### config.mk
export PLATFORM = sky130hd
export DESIGN_NAME = lpmsf_ctrl
export DESIGN_NICKNAME = d
export VERILOG_FILES = /design/src/design/lpmsf_pkg.sv /design/src/design/lpmsf_ctrl.sv
export SDC_FILE = /design/constraint.sdc
export NUM_CORES = 1
export LEC_CHECK = 0
export BUFFER_PORTS_ARGS = -buffer_cell sky130_fd_sc_hd__buf_2
export CAP_MARGIN = 30
export CORE_ASPECT_RATIO = 2
export CORE_MARGIN = 4
export CORE_UTILIZATION = 35
export DETAILED_ROUTE_END_ITERATION = 10
export HOLD_SLACK_MARGIN = 0.06
export MAX_ROUTING_LAYER = met4
export PLACE_DENSITY = 0.69
export SYNTH_ARGS = -nofsm -noshare
export SYNTH_HDL_FRONTEND = slang
export SYNTH_SLANG_ARGS = --single-unit
### constraint.sdc
create_clock -name i_clk -period 3.9 [get_ports i_clk]
set_clock_uncertainty 0.1 [all_clocks]
set_input_delay 1.17 -clock i_clk [delete_from_list [all_inputs] [get_ports i_clk]]
set_output_delay 1.17 -clock i_clk [all_outputs]
set_load 0.01 [all_outputs]
### src/design/lpmsf_pkg.sv
// ----------------------------------------------------------------------------
// lpmsf_pkg
// Shared types and constants for the lazy Prim spanning forest engine.
// ----------------------------------------------------------------------------
package lpmsf_pkg;

    localparam int VERTEX_W      = 5;
    localparam int WEIGHT_W      = 16;
    localparam int TOTAL_W       = 21;
    localparam int VCOUNT_W      = 6;
    localparam int VCOUNT_RESET  = 32;

    localparam logic OP_LOAD = 1'b0;
    localparam logic OP_RUN  = 1'b1;

    typedef enum logic [15:0] {
        S_IDLE    = 16'h0001,
        S_ROOT    = 16'h0002,
        S_SC_RD   = 16'h0004,
        S_SC_CHK  = 16'h0008,
        S_PU_RD   = 16'h0010,
        S_PU_CMP  = 16'h0020,
        S_POP     = 16'h0040,
        S_PO_TOP  = 16'h0080,
        S_PO_LAST = 16'h0100,
        S_SD_L    = 16'h0200,
        S_SD_R    = 16'h0400,
        S_SD_CMP  = 16'h0800,
        S_ACC     = 16'h1000,
        S_SCAN_A  = 16'h2000,
        S_SCAN_B  = 16'h4000,
        S_SUM     = 16'h8000
    } t_state;

    typedef struct packed {
        logic load;
        logic run_init;
        logic root_skip;
        logic scan_root;
        logic scan_next;
        logic push_start;
        logic wr_cur;
        logic move_up;
        logic rd_parent;
        logic rd_top;
        logic pop_take;
        logic pop_last;
        logic rd_left;
        logic take_left;
        logic move_down;
        logic emit_edge;
        logic scan_a;
        logic scan_b;
        logic emit_sum;
    } t_cmd;

    typedef struct packed {
        logic root_done;
        logic root_marked;
        logic scan_end;
        logic push_hit;
        logic hi_zero;
        logic cur_before;
        logic heap_empty;
        logic no_left;
        logic child_before;
        logic top_stale;
        logic a_marked;
        logic b_marked;
    } t_sts;

endpackage

### src/design/lpmsf_ctrl.sv
// ----------------------------------------------------------------------------
// lpmsf_ctrl
// Sequencer for loads, root selection, edge scans, heap push and pop.
// ----------------------------------------------------------------------------
module lpmsf_ctrl (
    input  logic           i_clk,
    input  logic           i_rst_n,
    input  logic           i_start,
    input  logic           i_operation,
    input  lpmsf_pkg::t_sts i_sts,
    output lpmsf_pkg::t_cmd o_cmd,
    output logic           o_busy
);
    import lpmsf_pkg::*;

    t_state r_state, n_state;
    logic   r_after_a, n_after_a;

    always_ff @(posedge i_clk) begin
        if (!i_rst_n) begin
            r_state   <= S_IDLE;
            r_after_a <= 1'b0;
        end else begin
            r_state   <= n_state;
            r_after_a <= n_after_a;
        end
    end

    always_comb begin
        n_state   = r_state;
        n_after_a = r_after_a;
        o_cmd     = '0;
        unique case (r_state)
            S_IDLE: begin
                if (i_start) begin
                    if (i_operation == OP_RUN) begin
                        o_cmd.run_init = 1'b1;
                        n_state        = S_ROOT;
                    end else begin
                        o_cmd.load = 1'b1;
                    end
                end
            end
            S_ROOT: begin
                if (i_sts.root_done) begin
                    n_state = S_SUM;
                end else if (i_sts.root_marked) begin
                    o_cmd.root_skip = 1'b1;
                end else begin
                    o_cmd.scan_root = 1'b1;
                    n_after_a       = 1'b0;
                    n_state         = S_SC_RD;
                end
            end
            S_SC_RD: begin
                if (i_sts.scan_end) begin
                    n_state = r_after_a ? S_SCAN_B : S_POP;
                end else begin
                    n_state = S_SC_CHK;
                end
            end
            S_SC_CHK: begin
                o_cmd.scan_next = 1'b1;
                if (i_sts.push_hit) begin
                    o_cmd.push_start = 1'b1;
                    n_state          = S_PU_RD;
                end else begin
                    n_state = S_SC_RD;
                end
            end
            S_PU_RD: begin
                if (i_sts.hi_zero) begin
                    o_cmd.wr_cur = 1'b1;
                    n_state      = S_SC_RD;
                end else begin
                    o_cmd.rd_parent = 1'b1;
                    n_state         = S_PU_CMP;
                end
            end
            S_PU_CMP: begin
                if (i_sts.cur_before) begin
                    o_cmd.move_up = 1'b1;
                    n_state       = S_PU_RD;
                end else begin
                    o_cmd.wr_cur = 1'b1;
                    n_state      = S_SC_RD;
                end
            end
            S_POP: begin
                if (i_sts.heap_empty) begin
                    n_state = S_ROOT;
                end else begin
                    o_cmd.rd_top = 1'b1;
                    n_state      = S_PO_TOP;
                end
            end
            S_PO_TOP: begin
                o_cmd.pop_take = 1'b1;
                n_state        = S_PO_LAST;
            end
            S_PO_LAST: begin
                o_cmd.pop_last = 1'b1;
                n_state        = S_SD_L;
            end
            S_SD_L: begin
                if (i_sts.no_left) begin
                    o_cmd.wr_cur = 1'b1;
                    n_state      = S_ACC;
                end else begin
                    o_cmd.rd_left = 1'b1;
                    n_state       = S_SD_R;
                end
            end
            S_SD_R: begin
                o_cmd.take_left = 1'b1;
                n_state         = S_SD_CMP;
            end
            S_SD_CMP: begin
                if (i_sts.child_before) begin
                    o_cmd.move_down = 1'b1;
                    n_state         = S_SD_L;
                end else begin
                    o_cmd.wr_cur = 1'b1;
                    n_state      = S_ACC;
                end
            end
            S_ACC: begin
                if (i_sts.top_stale) begin
                    n_state = S_POP;
                end else begin
                    o_cmd.emit_edge = 1'b1;
                    n_state         = S_SCAN_A;
                end
            end
            S_SCAN_A: begin
                if (!i_sts.a_marked) begin
                    o_cmd.scan_a = 1'b1;
                    n_after_a    = 1'b1;
                    n_state      = S_SC_RD;
                end else begin
                    n_state = S_SCAN_B;
                end
            end
            S_SCAN_B: begin
                if (!i_sts.b_marked) begin
                    o_cmd.scan_b = 1'b1;
                    n_after_a    = 1'b0;
                    n_state      = S_SC_RD;
                end else begin
                    n_state = S_POP;
                end
            end
            S_SUM: begin
                o_cmd.emit_sum = 1'b1;
                n_state        = S_IDLE;
            end
            default: begin
                n_state = S_IDLE;
            end
        endcase
    end

    assign o_busy = (r_state != S_IDLE);
endmodule

==> flow_summary.json, run 1 <==
{
  "status": "completed",
  "critPathArrivalTime_ns": 2.18,
  "crit_required_ns": 2.63,
  "grt_antenna_before_repair": 0,
  "clock_latency_ns": 0.26,
  "vias": 1308,
  "max_slew_margin_pct": 65.13,
  "p_per_area_nw_per_um2": 236.9,
  "synth_warnings": 0,
  "rsz0062_at_grt": "false",
  "crit_path_max_fanout": 13,
  "start_util_pct": 36.49,
  "comb_power_share_pct": 14.0,
  "h-tree-depth": 1,
  "fp.dieH_um": 94.73,
  "regArea_sq_um": 340.3,
  "synth_top_cell_area_share_pct": 25.86,
  "ys_seq_area_share_pct": 25.86,
  "clk_pin_slew_ns": 0.07,
  "layout_commonest_cell": "buf_2",
  "min_path_type": "flip-flop to flip-flop",
  "first_pass_iters": 4,
  "p_sw_w": 0.00009330,
  "drt_wl_total_mm": 3.560,
  "cts_buffers": 3,
  "multiInputGateArea_sq_um": 878.3,
  "clkSinkCount": 17,
  "final_antenna_net_count": 0,
  "holdWs_ns": 0.4103,
  "swShare_pct": 25.61,
  "min_period_over_period_pct": 88.59,
  "cts_tree": "done",
  "p_seq_share_pct": 49.1,
  "overflow": 0,
  "p_clk_share_pct": 36.9,
  "layout_common_cells": "35 x buf_2, 18 x nor2_1, 17 x dfxtp_1, 8 x nand2_1",
  "synth_seq_cells": 17,
  "leakage_nw": 0.6364,
  "period_minus_slack_ns": 3.455,
  "drtIter0Drc": 52,
  "grt_usage_pct": 16.27,
  "postCtsSetupBuffers": 0,
  "fin_nets": 204,
  "clockBufferDepth": 2,
  "peakVddDrop_uv": 170.4,
  "cts_resized": 0,
  "path_class": "flip-flop to output port",
  "synth_nets": 169,
  "core_region_area_sq_um": 3607,
  "ctsHoldBuffers": 0,
  "fp.dieArea_sq_um": 4866,
  "routedWlPerCell_um": 15.08,
  "drcViolationCount": 0,
  "hold_viol": 0,
  "syn_inst": 153,
  "crit_path_end_kind": "output port",
  "synth_flop_cell": "dfxtp_1",
  "synthToLayoutAreaGrowth_pct": 16.82,
  "ys_types": 49,
  "start_kind": "flip-flop",
  "post-place-cells": 232,
  "fillers": 390,
  "grt_start_max_net_pins": 18,
  "clockRootBuffer": "clkbuf_8",
  "synthTopCellsByArea": "dfxtp_1 26%, nor2_1 5.1%, nor4_4 4.8%",
  "p_int_w": 0.0002710,
  "slew_viol_final": 0,
  "fmax_ghz": 0.2894,
  "avgSynthCellArea_sq_um": 8.603,
  "final-setup-viol-count": 0,
  "synth_edf_count": 0,
  "n_antenna_cell": 0,
  "gp_congestion": 0.8360,
  "viasPerCell": 5.542,
  "io_buffers": 35,
  "tightest_slew_ns": 0.5223,
  "grt_pass1_wl_mm": 5.796,
  "grt_pass1_vias": 1267,
  "drive_gt1_share_pct": 29.95,
  "maxCapViolations": 0,
  "place_hpwl_mm": 2.783,
  "die_x_um": 51.37,
  "std_cell_rows": 31,
  "pin_count": 36,
  "yosys.area.top_type": "dfxtp_1",
  "final_cells": 236,
  "async_flop_share_pct": 0,
  "tns_ns": 0,
  "syn-cell-area_sq_um": 1316
}
-- worst max-delay path, cell delays in order, from the launching register on --
cell	delay, ns
dfxtp_1	0.47
nor4_2	0.56
and2_1	0.29
nand2_1	0.14
nor4_1	0.29
buf_2	0.18
-- logic make-up after synthesis --
family / synth area share [%]
and+or+nand+nor: 51.43
AOI/OAI and AO/OA: 11.98
DFF: 25.86
buffers and inverters: 7.414
xor gates and xnor gates: 3.327
-- area by class of cell --
cell class	instances	area share, %
tap	49	3.987
multi-input combinational	124	57.12
timing repair buffer	38	12.86
sequential	17	22.13
clock buffer	4	2.929
inverter	4	0.9764
-- power by group through the flow --
| stage | clock network, W | registers, W | logic [W] |
|---|---|---|---|
| 5_1_grt | 0.000146 | 0.000179 | 0.0000569 |
| 3_5_place_dp | 0 | 0.000183 | 0.0000509 |
| 6_report | 0.000134 | 0.000179 | 0.0000509 |
| 3_3_place_gp | 0 | 0.000183 | 0.0000510 |
| 2_1_floorplan | 0 | 0.000182 | 0.0000303 |
| 4_1_cts | 0.000138 | 0.000179 | 0.0000511 |
-- synthesized netlist by cell type, types with 2 or more instances --
master,number
nor2_1,18
dfxtp_1,17
nand2_1,8
and2_1,7
nand4_1,7
nor4_1,7
nand3_1,6
nor3b_1,6
clkbuf_8,4
inv_1,4
nand3b_1,4
nor3_1,4
o21a_1,4
o21ai_0,4
xor2_1,4
and4_1,3
nand2b_1,3
nor2b_1,3
nor4_4,3
nor4b_1,3
o211ai_1,3
a311oi_1,2
clkbuf_1,2
nor4_2,2
-- metrics by stage --
| stage | area (sq um) | power [W] | setup slack, ns | utilization, % |
|---|---|---|---|---|
| 6_report | 1538 | 0.0003643 | 0.4451 | 42.63 |
| 3_3_place_gp | 1493 | 0.0002339 | 0.6797 | 41.38 |
| 2_1_floorplan | 1316 | 0.0002125 | 0.9039 | - |
| 4_1_cts | 1538 | 0.0003682 | 0.4388 | 42.63 |
| 5_1_grt | 1538 | 0.0003820 | 0.1769 | 42.63 |
| 3_5_place_dp | 1493 | 0.0002338 | 0.6636 | 41.38 |
-- sequential cells by signal (all words and copies together) (netlist names) --
name       cells
r_state       16
r_after_a      1
-- worst paths after layout --
check | slack (ns) | to | startpoint | cells past startpoint
worst min-delay path | 0.41 | r_after_a$_SDFFE_PN0P_ | r_after_a$_SDFFE_PN0P_ | 2
worst max register to register | 1.74 | r_state[6]$_SDFFE_PN0P_ | r_state[4]$_SDFFE_PN0P_ | 5
worst max-delay path | 0.45 | o_cmd[1] | r_state[4]$_SDFFE_PN0P_ | 5
worst min register to register | 0.41 | r_after_a$_SDFFE_PN0P_ | r_after_a$_SDFFE_PN0P_ | 2
-- layer usage --
metal / routed length, um / global-route usage (%) / vias up
met5: 0 / - / -
met4: 157 / 10.72 / 0
met3: 118 / 1.264 / 18
met2: 1991 / 29.36 / 36
met1: 1294 / 16.01 / 607
li1: - / - / 647
(Power assumes the default switching activity.)
==> inputs of run 2 (changes only) <==
Settings changed: ABC_AREA set to 1, PLACE_DENSITY 0.69 to 0.7.
==> run 2 against run 1 <==
Net effect:
- first-iteration DRC count is 65% lower
- register-to-register slack better by 0.47 ns
- sequential cell count stayed put
- global-route usage is 0.62 points lower
- largest power group unchanged
==> flow_summary.json, run 2 <==
{
  "synth_edf_count": 0,
  "std_cell_rows": 30,
  "grt_start_max_net_pins": 18,
  "crit_required_ns": 2.63,
  "synth_top_cell_area_share_pct": 28.16,
  "top_register": "r_state",
  "cts_resized": 0,
  "slew_viol_final": 0,
  "drive_gt1_share_pct": 27.93,
  "syn-cell-area_sq_um": 1209,
  "overflow": 0,
  "first_pass_iters": 4,
  "max_slew_margin_pct": 66.61,
  "fmax_ghz": 0.3278,
  "cts_tree": "done",
  "drcViolationCount": 0,
  "synth_warnings": 0,
  "grt_usage_pct": 15.65,
  "clk_pin_slew_ns": 0.07,
  "place_hpwl_mm": 2.591,
  "core_region_area_sq_um": 3378,
  "layout_commonest_cell": "nor2_1",
  "grt_pass1_vias": 1236,
  "synth_nets": 202,
  "largest_register_ffs": 16,
  "h-tree-depth": 1,
  "drtIter0Drc": 18,
  "io_buffers": 35,
  "crit_path_max_fanout": 4,
  "period_minus_slack_ns": 3.051,
  "viasPerCell": 5.008,
  "p_per_area_nw_per_um2": 304.7,
  "whs_path_depth": 2,
  "routedWlPerCell_um": 12.23,
  "start_kind": "input port",
  "cts_buffers": 3,
  "drt_wl_total_mm": 3.106,
  "avgSynthCellArea_sq_um": 6.498,
  "clockRootBuffer": "clkbuf_8",
  "synth_seq_cells": 17,
  "fin_nets": 239,
  "final_antenna_net_count": 0,
  "grt_antenna_before_repair": 0,
  "rsz0062_at_grt": "false",
  "power_w": 0.0004395,
  "async_flop_share_pct": 0,
  "clockBufferDepth": 2,
  "gp_congestion": 0.8004,
  "clock_latency_ns": 0.26,
  "start_util_pct": 35.78,
  "min_period_over_period_pct": 78.23,
  "pin_count": 36,
  "grt_pass1_wl_mm": 5.278,
  "final_cells": 254,
  "crit_path_end_kind": "output port",
  "largestRegisters": "r_state (16), r_after_a (1)",
  "ys_seq_area_share_pct": 28.16,
  "synthMostInstantiatedCell": "nor2_1",
  "die_x_um": 49.56,
  "min_path_type": "flip-flop to flip-flop",
  "maxCapViolations": 0,
  "final-setup-viol-count": 0,
  "postCtsSetupBuffers": 0,
  "path_class": "input port to output port",
  "leakage_nw": 0.8166,
  "n_antenna_cell": 0,
  "synthTopCellsByArea": "dfxtp_1 28%, nor2_1 11%, nand2_1 11%",
  "tns_ns": 0,
  "post-place-cells": 250,
  "layout_common_cells": "37 x nor2_1, 35 x buf_2, 34 x nand2_1, 25 x inv_1, 24 x nand3_1",
  "tightest_slew_ns": 0.5003,
  "synth_common_cells": "37 x nor2_1, 34 x nand2_1, 25 x inv_1, 24 x nand3_1, 17 x dfxtp_1",
  "synth_flop_cell": "dfxtp_1",
  "peakVddDrop_uv": 286.4,
  "vias": 1272,
  "rr_worst_depth": 10,
  "syn_inst": 186,
  "critPathArrivalTime_ns": 1.78,
  "holdWs_ns": 0.4065,
  "status": "completed",
  "hold_viol": 0,
  "clkSinkCount": 17,
  "ys_types": 25,
  "yosys.area.top_type": "dfxtp_1",
  "ctsHoldBuffers": 0,
  "fp.dieH_um": 91.11,
  "fp.dieArea_sq_um": 4515,
  "synthToLayoutAreaGrowth_pct": 19.36,
  "fillers": 379
}
-- run 2: cell type report --
| cell class | count | area [sq um] | share of cell area, % |
|---|---|---|---|
| clock buffers | 4 | 45.04 | 3.122 |
| inverters | 26 | 97.59 | 6.765 |
| multi-input cells | 140 | 744.5 | 51.60 |
| flip-flops and latches | 17 | 340.3 | 23.59 |
| well taps | 32 | 40.04 | 2.775 |
| repair buffers | 35 | 175.2 | 12.14 |
-- run 2: stage by stage --
| stage | setup slack, ns | area, sq um | utilization [%] |
|---|---|---|---|
| global route | 0.7554 | 1443 | 42.70 |
| detailed placement | 0.8462 | 1398 | 41.37 |
| CTS | 0.8427 | 1443 | 42.70 |
| floorplan | 1.044 | 1209 | - |
| global placement | 0.8583 | 1398 | 41.37 |
| finish | 0.8490 | 1443 | 42.70 |
-- run 2: routing by layer --
metal	global-route usage, %	wire, um
met1	13.49	1116
met2	29.98	1755
met3	1.970	133
met4	9.931	100
met5	-	0
-- run 2: critical path, stage by stage --
cell	delay (ns)
buf_2	0.11
nand3b_2	0.23
nor2_1	0.13
buf_2	0.15
-- run 2: kinds of logic (layout without fill, tap and decap cells) --
| logic type | count (synthesis) | in the layout | share of synthesized area [%] |
|---|---|---|---|
| DFF | 17 | 17 | 28.16 |
| AOI/OAI and AO/OA | 13 | 13 | 6.521 |
| buffers and inverters | 29 | 65 | 10.25 |
| and+or+nand+nor | 127 | 127 | 55.07 |
-- run 2: path summary, 6_finish.rpt --
check / to / start / slack [ns]
worst max-delay path: o_cmd[16] / i_sts[11] / 0.85
worst min-delay path: r_state[14]$_SDFFE_PN0P_ / r_after_a$_SDFFE_PN0P_ / 0.41
worst min register to register: r_state[14]$_SDFFE_PN0P_ / r_after_a$_SDFFE_PN0P_ / 0.41
worst max register to register: r_state[0]$_SDFFE_PN1P_ / r_state[12]$_SDFFE_PN0P_ / 2.21
-- run 2: report_power, final --
part	internal, W	leakage [nW]	switching [W]	total [W]
logic	0.0000431	0.657	0.0000755	0.000119
registers	0.000180	0.137	0.00000479	0.000185
clock network	0.0000727	0.0228	0.0000634	0.000136
